<file path="config.mk">
export PLATFORM = sky130hd
export DESIGN_NAME = impact_fall_detector
export DESIGN_NICKNAME = d
export VERILOG_FILES = /design/src/rtl/core/ifd_pkg.sv /design/src/rtl/core/ifd_sqrt.sv /design/src/rtl/core/impact_fall_detector.sv
export SDC_FILE = /design/constraint.sdc
export NUM_CORES = 1
export LEC_CHECK = 0
export ABC_AREA = 1
export BUFFER_PORTS_ARGS = -buffer_cell sky130_fd_sc_hd__buf_2
export CAP_MARGIN = 20
export CORE_ASPECT_RATIO = 1.25
export CORE_UTILIZATION = 60
export CTS_BUF_LIST = sky130_fd_sc_hd__clkbuf_2
export DETAILED_ROUTE_END_ITERATION = 8
export HOLD_SLACK_MARGIN = 0.05
export PLACE_DENSITY = 0.84
export SYNTH_ARGS = -nofsm -noshare
export SYNTH_HDL_FRONTEND = slang
export SYNTH_SLANG_ARGS = --single-unit
</file>
<file path="constraint.sdc">
create_clock -name clk -period 13 [get_ports clk]
set_input_delay 0.65 -clock clk [delete_from_list [all_inputs] [get_ports clk]]
set_output_delay 0.65 -clock clk [all_outputs]
set_load 0.03 [all_outputs]
</file>
<file path="src/rtl/core/ifd_pkg.sv">
// Shared types and constants of the impact and fall detector.
// Used by ifd_sqrt and impact_fall_detector; depends on nothing else.
package ifd_pkg;

	// Datapath widths.
	localparam int AXIS_W  = 12;
	localparam int SQ_W    = 23;
	localparam int SUM_W   = 24;
	localparam int MAG_W   = 12;
	localparam int TIME_W  = 32;
	localparam int CFG_W   = 16;
	localparam int REM_W   = 14;
	localparam int DIR_W   = 4;

	// Root unit produces one result bit per step.
	localparam int ROOT_STEPS = MAG_W;

	// Register indexes on the configuration port.
	localparam logic [1:0] REG_WARN   = 2'd0;
	localparam logic [1:0] REG_IMPACT = 2'd1;
	localparam logic [1:0] REG_HOLD   = 2'd2;

	// Register reset values.
	localparam logic [CFG_W-1:0] WARN_RST   = 16'd2500;
	localparam logic [CFG_W-1:0] IMPACT_RST = 16'd10000;
	localparam logic [CFG_W-1:0] HOLD_RST   = 16'd1000;

	// Impact direction codes.
	localparam logic [DIR_W-1:0] DIR_NONE = 4'd0;
	localparam logic [DIR_W-1:0] DIR_EN   = 4'd1;
	localparam logic [DIR_W-1:0] DIR_ES   = 4'd2;
	localparam logic [DIR_W-1:0] DIR_WN   = 4'd3;
	localparam logic [DIR_W-1:0] DIR_WS   = 4'd4;
	localparam logic [DIR_W-1:0] DIR_NE   = 4'd5;
	localparam logic [DIR_W-1:0] DIR_NW   = 4'd6;
	localparam logic [DIR_W-1:0] DIR_SE   = 4'd7;
	localparam logic [DIR_W-1:0] DIR_SW   = 4'd8;

	// Sequencer states.
	typedef enum logic [2:0] {
		ST_IDLE,
		ST_SQUARE,
		ST_ROOT,
		ST_UPDATE,
		ST_OUT
	} ifd_state_t;

	// Status of the root unit toward the sequencer.
	typedef struct packed {
		logic busy;
		logic done;
	} ifd_sqrt_stat_t;

endpackage

</file>
<file path="src/rtl/core/ifd_sqrt.sv">
// Bit-serial restoring integer square root, one result bit per cycle.
// Depends on ifd_pkg for widths and the status struct.
module ifd_sqrt (
	input  logic                         clk,
	input  logic                         arst_n,
	input  logic                         start,
	input  logic [ifd_pkg::SUM_W-1:0]    radicand,
	output logic [ifd_pkg::MAG_W-1:0]    root,
	output ifd_pkg::ifd_sqrt_stat_t      stat
);
	import ifd_pkg::*;

	logic [3:0]         cnt_q;
	logic               busy_q;
	logic               done_q;
	logic [SUM_W-1:0]   rad_q;
	logic [REM_W-1:0]   rem_q;
	logic [MAG_W-1:0]   root_q;

	logic [REM_W+1:0]   rem_sh;
	logic [REM_W+1:0]   trial;
	logic [REM_W+1:0]   diff;
	logic               take;

	// One trial subtraction per step on the partial remainder.
	always_comb begin
		rem_sh = {rem_q, rad_q[SUM_W-1 -: 2]};
		trial  = {2'b00, root_q, 2'b01};
		take   = (rem_sh >= trial);
		diff   = rem_sh - trial;
	end

	// Control of the step counter.
	always_ff @(posedge clk or negedge arst_n) begin
		if (!arst_n) begin
			cnt_q  <= '0;
			busy_q <= 1'b0;
			done_q <= 1'b0;
		end else begin
			done_q <= 1'b0;
			if (start) begin
				cnt_q  <= '0;
				busy_q <= 1'b1;
			end else if (busy_q) begin
				if (cnt_q == 4'(ROOT_STEPS - 1)) begin
					busy_q <= 1'b0;
					done_q <= 1'b1;
				end
				cnt_q <= cnt_q + 4'd1;
			end
		end
	end

	// Remainder, root and radicand shift.
	always_ff @(posedge clk) begin
		if (start) begin
			rad_q  <= radicand;
			rem_q  <= '0;
			root_q <= '0;
		end else if (busy_q) begin
			rad_q <= {rad_q[SUM_W-3:0], 2'b00};
			if (take) begin
				rem_q  <= diff[REM_W-1:0];
				root_q <= {root_q[MAG_W-2:0], 1'b1};
			end else begin
				rem_q  <= rem_sh[REM_W-1:0];
				root_q <= {root_q[MAG_W-2:0], 1'b0};
			end
		end
	end

	assign root      = root_q;
	assign stat.busy = busy_q;
	assign stat.done = done_q;

	// The done pulse closes a busy run and never overlaps it.
	a_done_after_busy: assert property (@(posedge clk) disable iff (!arst_n)
		done_q |-> (!busy_q && $past(busy_q)))
		else $error("root done without a preceding run");

	// During a run the step counter stays below the number of steps.
	a_cnt_range: assert property (@(posedge clk) disable iff (!arst_n)
		busy_q |-> (cnt_q < 4'(ROOT_STEPS)))
		else $error("root step counter out of range");

	// A started run is busy on the next cycle.
	a_start_busy: assert property (@(posedge clk) disable iff (!arst_n)
		start |=> busy_q)
		else $error("root unit did not start");

endmodule

</file>
<file path="src/rtl/core/impact_fall_detector.sv">
// Top level of the impact and fall detector: sequencer, shared squarer, state update.
// Depends on ifd_pkg and ifd_sqrt.
//
// Channel   Dir  Handshake           Contents
// s_*       in   s_tvalid/s_tready   one accelerometer sample and time per item
// m_*       out  m_tvalid/m_tready   magnitude, warning, peak, direction, halted
// APB       in   psel/penable        warn_threshold, impact_threshold, hold_ms
//
// An accepted item passes through the shared 12x12 squarer and accumulator,
// the bit-serial root unit (twelve steps, then the root is handed over), the
// state update and the load of the output register. The next item is
// accepted only after that load. Once halted, an item skips the squarer,
// root unit and state update and goes straight to the output load.
// Reset clears the state and restores register defaults. A result waiting in
// the output register does not block the next item; only a second finished
// result waits for it.
module impact_fall_detector (
	input  logic        clk,
	input  logic        arst_n,
	input  logic        s_tvalid,
	output logic        s_tready,
	// accel_x [11:0], accel_y [23:12], accel_z [35:24], now_ms [67:36], zero [71:68]
	input  logic [71:0] s_tdata,
	output logic        m_tvalid,
	input  logic        m_tready,
	// magnitude [11:0], warning [12], peak [24:13], direction [28:25], halted [29],
	// zero [31:30]
	output logic [31:0] m_tdata,
	input  logic        psel,
	input  logic        penable,
	input  logic        pwrite,
	input  logic [3:0]  paddr,
	input  logic [31:0] pwdata,
	output logic [31:0] prdata,
	output logic        pready
);
	import ifd_pkg::*;

	ifd_state_t state_q, state_d;

	// Configuration registers.
	logic [CFG_W-1:0] warn_thr_q;
	logic [CFG_W-1:0] impact_thr_q;
	logic [CFG_W-1:0] hold_q;

	// Captured item.
	logic signed [AXIS_W-1:0] x_q, y_q, z_q;
	logic [TIME_W-1:0]        now_q;

	// Squarer and accumulator.
	logic [2:0]               sq_cnt_q;
	logic signed [AXIS_W-1:0] mul_op;
	logic signed [2*AXIS_W-1:0] mul_res;
	logic [SQ_W-1:0]          prod_q;
	logic [SUM_W-1:0]         sum_q;

	// Root unit.
	logic                 sqrt_start;
	logic [MAG_W-1:0]     sqrt_root;
	ifd_sqrt_stat_t       sqrt_stat;
	logic [MAG_W-1:0]     mag_q;

	// Detector state.
	logic             warn_q;
	logic [MAG_W-1:0] peak_q;
	logic [TIME_W-1:0] peak_time_q;
	logic [TIME_W-1:0] trigger_q;
	logic [DIR_W-1:0] dir_q;
	logic             halted;

	// Output register.
	logic        out_valid_q;
	logic [31:0] out_data_q;
	logic        out_load;
	logic        in_accept;

	// Update datapath.
	logic [TIME_W-1:0]   age_peak, age_trig, hold_ext;
	logic                above_warn, above_impact, new_peak, expired;
	logic [AXIS_W:0]     ax, ay;
	logic                x_pos, y_pos;
	logic [DIR_W-1:0]    dir_new;

	logic       cfg_wr;

	assign halted    = (dir_q != DIR_NONE);
	assign in_accept = s_tvalid && s_tready;

	// Configuration port: writes on the access cycle, reads by index.
	assign pready = 1'b1;
	assign cfg_wr = psel && penable && pwrite && pready;

	always_ff @(posedge clk or negedge arst_n) begin
		if (!arst_n) begin
			warn_thr_q   <= WARN_RST;
			impact_thr_q <= IMPACT_RST;
			hold_q       <= HOLD_RST;
		end else if (cfg_wr) begin
			unique case (paddr[3:2])
				REG_WARN:   warn_thr_q   <= pwdata[CFG_W-1:0];
				REG_IMPACT: impact_thr_q <= pwdata[CFG_W-1:0];
				REG_HOLD:   hold_q       <= pwdata[CFG_W-1:0];
				default: ;
			endcase
		end
	end

	always_comb begin
		unique case (paddr[3:2])
			REG_WARN:   prdata = {16'd0, warn_thr_q};
			REG_IMPACT: prdata = {16'd0, impact_thr_q};
			REG_HOLD:   prdata = {16'd0, hold_q};
			default:    prdata = '0;
		endcase
	end

	// Next state of the sequencer.
	always_comb begin
		state_d = state_q;
		unique case (state_q)
			ST_IDLE: begin
				if (s_tvalid) state_d = halted ? ST_OUT : ST_SQUARE;
			end
			ST_SQUARE: begin
				if (sq_cnt_q == 3'd4) state_d = ST_ROOT;
			end
			ST_ROOT: begin
				if (sqrt_stat.done) state_d = ST_UPDATE;
			end
			ST_UPDATE: state_d = ST_OUT;
			ST_OUT: begin
				if (!out_valid_q || m_tready) state_d = ST_IDLE;
			end
			default: state_d = ST_IDLE;
		endcase
	end

	// Sequencer outputs.
	always_comb begin
		s_tready   = 1'b0;
		sqrt_start = 1'b0;
		out_load   = 1'b0;
		unique case (state_q)
			ST_IDLE:   s_tready   = 1'b1;
			ST_SQUARE: sqrt_start = (sq_cnt_q == 3'd4);
			ST_OUT:    out_load   = !out_valid_q || m_tready;
			default: ;
		endcase
	end

	always_ff @(posedge clk or negedge arst_n) begin
		if (!arst_n) state_q <= ST_IDLE;
		else         state_q <= state_d;
	end

	// Item capture.
	always_ff @(posedge clk) begin
		if (in_accept) begin
			x_q   <= s_tdata[11:0];
			y_q   <= s_tdata[23:12];
			z_q   <= s_tdata[35:24];
			now_q <= s_tdata[67:36];
		end
	end

	// Shared squarer: one axis per cycle, the product summed in the next cycle.
	always_comb begin
		unique case (sq_cnt_q)
			3'd0:    mul_op = x_q;
			3'd1:    mul_op = y_q;
			default: mul_op = z_q;
		endcase
		mul_res = mul_op * mul_op;
	end

	always_ff @(posedge clk or negedge arst_n) begin
		if (!arst_n) begin
			sq_cnt_q <= '0;
		end else if (in_accept) begin
			sq_cnt_q <= '0;
		end else if (state_q == ST_SQUARE) begin
			sq_cnt_q <= sq_cnt_q + 3'd1;
		end
	end

	always_ff @(posedge clk) begin
		if (state_q == ST_SQUARE) begin
			prod_q <= mul_res[SQ_W-1:0];
			if (sq_cnt_q == 3'd0) sum_q <= '0;
			else if (sq_cnt_q != 3'd4) sum_q <= sum_q + {1'b0, prod_q};
		end
	end

	ifd_sqrt u_sqrt (
		.clk      (clk),
		.arst_n   (arst_n),
		.start    (sqrt_start),
		.radicand (sum_q),
		.root     (sqrt_root),
		.stat     (sqrt_stat)
	);

	// Magnitude of the item; zero while halted.
	always_ff @(posedge clk) begin
		if (in_accept) mag_q <= '0;
		else if (sqrt_stat.done) mag_q <= sqrt_root;
	end

	// Threshold, hold time and direction decisions.
	always_comb begin
		hold_ext     = {16'd0, hold_q};
		age_peak     = now_q - peak_time_q;
		age_trig     = now_q - trigger_q;
		above_warn   = {4'd0, mag_q} > warn_thr_q;
		above_impact = {4'd0, mag_q} > impact_thr_q;
		new_peak     = (mag_q > peak_q) || (age_peak > hold_ext);
		expired      = (age_trig >= hold_ext);
		ax = x_q[AXIS_W-1] ? -{x_q[AXIS_W-1], x_q} : {x_q[AXIS_W-1], x_q};
		ay = y_q[AXIS_W-1] ? -{y_q[AXIS_W-1], y_q} : {y_q[AXIS_W-1], y_q};
		x_pos = !x_q[AXIS_W-1] && (x_q != '0);
		y_pos = !y_q[AXIS_W-1] && (y_q != '0);
		if (ax > ay) begin
			if (x_pos) dir_new = y_pos ? DIR_EN : DIR_ES;
			else       dir_new = y_pos ? DIR_WN : DIR_WS;
		end else begin
			if (y_pos) dir_new = x_pos ? DIR_NE : DIR_NW;
			else       dir_new = x_pos ? DIR_SE : DIR_SW;
		end
	end

	// Warning, peak and impact state.
	always_ff @(posedge clk or negedge arst_n) begin
		if (!arst_n) begin
			warn_q      <= 1'b0;
			peak_q      <= '0;
			peak_time_q <= '0;
			trigger_q   <= '0;
			dir_q       <= DIR_NONE;
		end else if (state_q == ST_UPDATE) begin
			if (above_warn) begin
				trigger_q <= now_q;
				warn_q    <= 1'b1;
				if (new_peak) begin
					peak_q      <= mag_q;
					peak_time_q <= now_q;
				end
			end else if (expired) begin
				warn_q <= 1'b0;
				peak_q <= '0;
			end
			if (above_impact) dir_q <= dir_new;
		end
	end

	// Output register.
	always_ff @(posedge clk or negedge arst_n) begin
		if (!arst_n) begin
			out_valid_q <= 1'b0;
		end else if (out_load) begin
			out_valid_q <= 1'b1;
		end else if (m_tready) begin
			out_valid_q <= 1'b0;
		end
	end

	always_ff @(posedge clk) begin
		if (out_load) out_data_q <= {2'b00, halted, dir_q, peak_q, warn_q, mag_q};
	end

	assign m_tvalid = out_valid_q;
	assign m_tdata  = out_data_q;

	// The squarer and root unit never run while the input side is open.
	a_idle_quiet: assert property (@(posedge clk) disable iff (!arst_n)
		s_tready |-> !sqrt_stat.busy)
		else $error("root unit busy while accepting an item");

	// A latched impact direction never changes.
	a_dir_hold: assert property (@(posedge clk) disable iff (!arst_n)
		halted |=> (dir_q == $past(dir_q)))
		else $error("impact direction changed after halt");

	// Without an active warning there is no recorded peak.
	a_peak_clear: assert property (@(posedge clk) disable iff (!arst_n)
		!warn_q |-> (peak_q == '0))
		else $error("peak held without warning");

	// A root result arrives only while the sequencer waits for it.
	a_done_in_root: assert property (@(posedge clk) disable iff (!arst_n)
		sqrt_stat.done |-> (state_q == ST_ROOT))
		else $error("root result outside the root state");

endmodule
</file>
==> results.ini, run 1 <==
[route]
vias = 23167
ant_nets = 0
drt_iter0_drc = 1590
routed_via_density = 5.321
dr.pass1.iters = 6
remaining_drc_errors = 0
routed_wl_mm = 67.54
wl_per_cell_um = 15.51

[logic_synthesis]
synth.area.top_cells = edfxtp_1 19%, nand2_1 12%, dfrtp_1 12%
yosys_warnings = 0
synth_edf_count = 168
netlist_area_um2 = 26920
yosys.area.top_type = edfxtp_1
synthArstFlopShare_pct = 40.80
syn_avg_cell_area_um2 = 7.854
synth_cell_type_count = 58
yosysTopAreaCellShare_pct = 18.74
ys_seq_area_share_pct = 34.85
netlist_instances = 3427
synth-seq-cells = 348
ys.flop_type = edfxtp_1

[timing]
hold_viol = 0
period_needed_ns = 7.907
setup_violations = 0
clock.fmax_ghz = 0.1265
setup_ws_ns = 5.093
clock_skew_ns = 0.1171
tightest_slew_ns = 1.080
rsz0062_at_grt = no
slew-limit-headroom_pct = 27.84
slew_viol_final = 0
tns_ns = 0
finalCritPeriodShare_pct = 60.82

[global_routing]
grt_pass1_vias = 22966
grt-ovfl-total = 0
grt_pass1_wl_mm = 110.1
grt_usage_pct = 30.55
grt_max_degree = 81
antenna_found_initial = 2

[clock_network]
clockBufferDepth = 3
cts_sinks = 348
cts_tree = yes
htreeDepth = 3
numCtsBuffers = 85
postCtsSetupBuffers = 0
cts_resized = 0
insertion_delay_ns = 1.14
clock-root-buffer = clkbuf_2
holdBufCountCts = 87
clkTransAtPathRegs_ns = 0.15

[setup_path]
cp_data_arrival_time_ns = 8.69
worstReg2RegEnd = prod_q[20]
startpoint_type = register
worstSetupPathType = register to register
worstRegToRegCells = 25
cp-endpoint = prod_q[20]
required_ns = 13.79
critPathMaxFanout = 29
crit-reg2reg-launch = sq_cnt_q[1]
crit_start = sq_cnt_q[1]
rrSetupSlack_ns = 5.09
cp-end-kind = register

[layout]
area_growth_pct = 11.23
layout_common_cells = 890 x nand2_1, 705 x inv_1, 241 x ha_1, 226 x nor2_1, 171 x o21ai_0
drive_gt1_share_pct = 9.791
final_common_cell = nand2_1
nets = 4182

[floorplanning]
row_count = 86
dieArea_um2 = 45720
coreArea_um2 = 44220
num_io_pins = 182
initial_core_util_pct = 60.86
die_h_um = 238.8
die_w_um = 191.4

[flow_run]
maxCapViolCount = 0

[hold_path]
hold_class = input pin to async pin

[place]
gp_congestion = 0.9783
post-place-ws_ns = 5.395
portBuffers = 140
dp.final_hpwl_mm = 50.86

[run_status]
status = complete, no violations

[synth_stat cells, types with 19 or more instances]
cell type and number:
nand2_1 891, inv_1 706, ha_1 241, nor2_1 228, o21ai_0 171, edfxtp_1 168
a21oi_1 166, dfrtp_1 126, fa_1 119, nand3_1 118, xor2_1 67, nand4_1 40
clkbuf_1 39, dfxtp_1 38, nor3_1 31, o21ai_1 28, buf_4 23, o22ai_1 22
xnor2_1 19
[registers in the layout (all words and copies together), names as in the netlist, 14 cells and up]
name / flops
u_sqrt.rad_q: 24
sum_q: 24
prod_q: 22
m_tdata: 30
peak_time_q: 32
now_q: 32
warn_thr_q: 16
u_sqrt.rem_q: 14
impact_thr_q: 16
trigger_q: 32
hold_q: 16
[stage by stage]
stage	hold WS, ns	cells	utilization (%)	area [µm²]
2_1_floorplan	0.3544	3446	-	26990
3_3_place_gp	0.4340	4103	63.68	28160
3_5_place_dp	0.4422	4103	63.68	28160
4_1_cts	0.05797	4349	67.60	29890
5_1_grt	0.1836	4353	67.69	29940
6_report	0.1565	4354	67.69	29940
[how the worst min path moves through the flow]
stage,from,to,cells after the start
CTS,arst_n,trigger_q[17],2
global route,arst_n,trigger_q[17],2
finish,arst_n,trigger_q[28],2
global placement,mag_q[0],m_tdata[0],0
floorplan,arst_n,dir_q[0],0
detailed placement,mag_q[0],m_tdata[0],0
[metal layers]
layer  global-route usage, %  vias up  share of wire, %
li1                        -    11459                 -
met1                   34.25    10601                38
met2                   54.55      875                51
met3                   5.094      232               6.1
met4                   17.20        0               5.1
met5                       0        -                 0
[logic make-up after synthesis]
| group | share of synthesized area, % |
|---|---|
| fa+ha+maj | 20.05 |
| other cells | 0.02790 |
| flops | 34.85 |
| simple gates | 20.79 |
| xor+xnor | 2.798 |
| buf+inv | 11.48 |
| compound gates | 10.00 |
[worst max-delay path, stage by stage (launching register included)]
cell and delay [ns]:
dfrtp_1 0.42, inv_1 0.11, ha_1 0.21, nand2_1 0.65, o32ai_1 0.46, nand2_1 0.11
o21ai_1 0.40, clkinv_1 0.49, nor2_1 0.38, fa_1 0.45, inv_1 0.09, fa_1 0.41
fa_1 0.51, inv_1 0.05, fa_1 0.47, inv_1 0.05, fa_1 0.54, inv_1 0.04
ha_1 0.36, nand2_1 0.10, nor4_1 0.47, a21oi_1 0.20, nor3_1 0.21, nor2_1 0.09
o21ai_0 0.22, xor2_1 0.09
[final cells by class]
type                       instances  area [µm²]
sequential                       348        9379
fill                            3623       14290
multi-input combinational       2310       14530
inverter                         713        2676
clock inverter                    30       216.5
tap                              572       715.7
timing repair buffer             249        1763
antenna                            3       7.507
clock buffer                     129       645.6
Power of run 1 is not shown: default switching activity piles up to over one toggle a cycle in this logic, so the estimate is an artifact.
==> inputs of run 2 (changes only) <==
clock period = 7.6 ns   (was 13 ns; I/O delays follow)
==> run 2 against run 1 <==
Fmax increased by 8.7%. Clock skew is 0.017 ns higher. First-iteration DRC count increased by 11%. Final cell count increased by 1.9%. Core utilization grew 1.9 points. Global-route usage grew 1.8 points. Register-to-register slack lost 4.8 ns. Critical path type unchanged.
==> results.ini, run 2 (same netlist as run 1, synthesis figures left out) <==
[layout]
layout_common_cells = 890 x nand2_1, 705 x inv_1, 241 x ha_1, 226 x nor2_1, 171 x o21ai_0  ; unchanged
area_growth_pct = 14.39  ; was 11.23%
final_common_cell = nand2_1  ; unchanged
reg_top3 = now_q: 32 flops, peak_time_q: 32 flops, trigger_q: 32 flops  ; unchanged
finalInstanceArea_um2 = 30790  ; was 29940 µm²
drive_gt1_share_pct = 9.578  ; was 9.791%
nets = 4267  ; was 4182

[route]
routed_via_density = 5.398  ; was 5.321
ant_nets = 0  ; unchanged
wl_per_cell_um = 16.16  ; was 15.51 µm
routed_wl_mm = 71.70  ; was 67.54 mm
dr.pass1.iters = 6  ; unchanged
drt_iter0_drc = 1765  ; was 1590
vias = 23953  ; was 23.17k
remaining_drc_errors = 0  ; unchanged

[setup_path]
cp_data_arrival_time_ns = 8.15  ; was 8.69 ns
required_ns = 8.48  ; was 13.79 ns
rrSetupSlack_ns = 0.33  ; was 5.09 ns
critPathMaxFanout = 13  ; was 29
cp-end-kind = register  ; unchanged
worstReg2RegEnd = prod_q[22]  ; was prod_q[20]
startpoint_type = register  ; unchanged
crit-reg2reg-launch = sq_cnt_q[1]  ; unchanged
worstSetupPathType = register to register  ; unchanged
worstRegToRegCells = 22  ; was 25

[timing]
slew-limit-headroom_pct = 31.99  ; was 27.84%
finalCritPeriodShare_pct = 95.70  ; was 60.82%
slew_viol_final = 0  ; unchanged
clock.fmax_ghz = 0.1375  ; was 0.1265 GHz
tightest_slew_ns = 1.020  ; was 1.080 ns
rsz0062_at_grt = no  ; unchanged
tns_ns = 0  ; unchanged
clock_skew_ns = 0.1339  ; was 0.1171 ns
setup_violations = 0  ; unchanged
hold_viol = 0  ; unchanged
period_needed_ns = 7.273  ; was 7.907 ns

[floorplanning]
initial_core_util_pct = 60.86  ; unchanged
coreArea_um2 = 44220  ; unchanged
row_count = 86  ; unchanged
dieArea_um2 = 45720  ; unchanged
die_w_um = 191.4  ; unchanged
num_io_pins = 182  ; unchanged
die_h_um = 238.8  ; unchanged

[clock_network]
numCtsBuffers = 84  ; was 85
insertion_delay_ns = 1.20  ; was 1.14 ns
clock-root-buffer = clkbuf_2  ; unchanged
clkTransAtPathRegs_ns = 0.12  ; was 0.15 ns
clockBufferDepth = 3  ; unchanged
postCtsSetupBuffers = 0  ; unchanged
htreeDepth = 3  ; unchanged
cts_tree = yes  ; unchanged
cts_sinks = 348  ; unchanged
cts_resized = 0  ; unchanged
holdBufCountCts = 169  ; was 87

[global_routing]
grt_pass1_vias = 24016  ; was 22.97k
grt-ovfl-total = 0  ; unchanged
antenna_found_initial = 6  ; was 2
grt_max_degree = 79  ; was 81
grt_usage_pct = 32.38  ; was 30.55%
grt_pass1_wl_mm = 116.2  ; was 110.1 mm

[hold_path]
hold_end = hold_q[9]
hold_class = input pin to register  ; was input pin to async pin
hold_path_depth = 4
hold_path.startpoint = pwdata[9]

[place]
dp.final_hpwl_mm = 51.05  ; was 50.86 mm
portBuffers = 140  ; unchanged
gp_congestion = 0.9676  ; was 0.9783
place_area_um2 = 28190  ; was 28160 µm²

[run_status]
status = complete, no violations  ; unchanged

[flow_run]
maxCapViolCount = 0  ; unchanged

==> run 2: cell count changes in the layout (fill, tap and decap cells not counted), sizes merged <==
| cell | before | now |
|---|---|---|
| buf | 162 | 167 |
| clkbuf | 129 | 120 |
| clkinv | 30 | 36 |
| clkinvlp | 1 | 0 |
| diode | 3 | 2 |
| dlygate4sd3 | 87 | 168 |
| inv | 709 | 711 |
==> run 2: worst max-delay path by stage <==
stage / start / endpoint / slack (ns) / depth (start not counted)
floorplan: sq_cnt_q[0] / prod_q[19] / 1.33 / 27
CTS: sq_cnt_q[1] / prod_q[22] / 0.68 / 26
detailed placement: sq_cnt_q[1] / prod_q[22] / 0.73 / 26
finish: sq_cnt_q[1] / prod_q[22] / 0.33 / 22
global route: sq_cnt_q[1] / prod_q[22] / 0.03 / 22
global placement: sq_cnt_q[1] / prod_q[21] / 0.84 / 27
==> run 2: stage by stage <==
stage / hold slack [ns] / instances / utilization (%) / setup WS [ns]
after floorplan: 0.08441 / 3446 / - / 1.333
after global placement: 0.4033 / 4107 / 63.75 / 0.8443
after detailed placement: 0.4216 / 4107 / 63.75 / 0.7280
after CTS: 0.05788 / 4433 / 69.55 / 0.6849
after global routing: 0.08162 / 4436 / 69.61 / 0.02511
final: 0.1130 / 4437 / 69.62 / 0.3268
==> run 2: final cells by class <==
cell class,instances,area (µm²)
Antenna cell,2,5.005
Clock buffer,120,600.6
Clock inverter,37,255.2
Fill cell,3475,13440
Inverter,713,2676
Multi-Input combinational cell,2310,14530
Sequential cell,348,9379
Tap cell,572,715.7
Timing Repair Buffer,335,2624
==> run 2: critical path: stages, from the launching register on <==
cell      delay (ns)
dfrtp_1         0.41
inv_1           0.11
ha_1            0.22
nand2_1         0.27
o21ai_0         0.28
nand2_1         0.08
o21ai_1         0.35
clkinv_1        0.53
nor2_1          0.59
fa_1            0.57
inv_1           0.15
fa_1            0.49
fa_1            0.53
fa_1            0.55
fa_1            0.56
inv_1           0.04
ha_1            0.31
inv_1           0.09
nor3_1          0.24
nor3b_1         0.31
nand3_1         0.11
nand3_1         0.12
xor2_1          0.07
==> run 2: per-layer routing <==
| metal | part of all wire, % | up-vias | GRT usage [%] | routed length [µm] |
|---|---|---|---|---|
| li1 | - | 11618 | - | - |
| met3 | 6.2 | 275 | 5.931 | 4476 |
| met4 | 5.9 | 4 | 19.48 | 4213 |
| met5 | 0.032 | - | 0 | 23 |
| met1 | 38 | 11095 | 35.74 | 27190 |
| met2 | 50 | 961 | 57.49 | 35790 |
Power of run 2 is left out for the same reason.
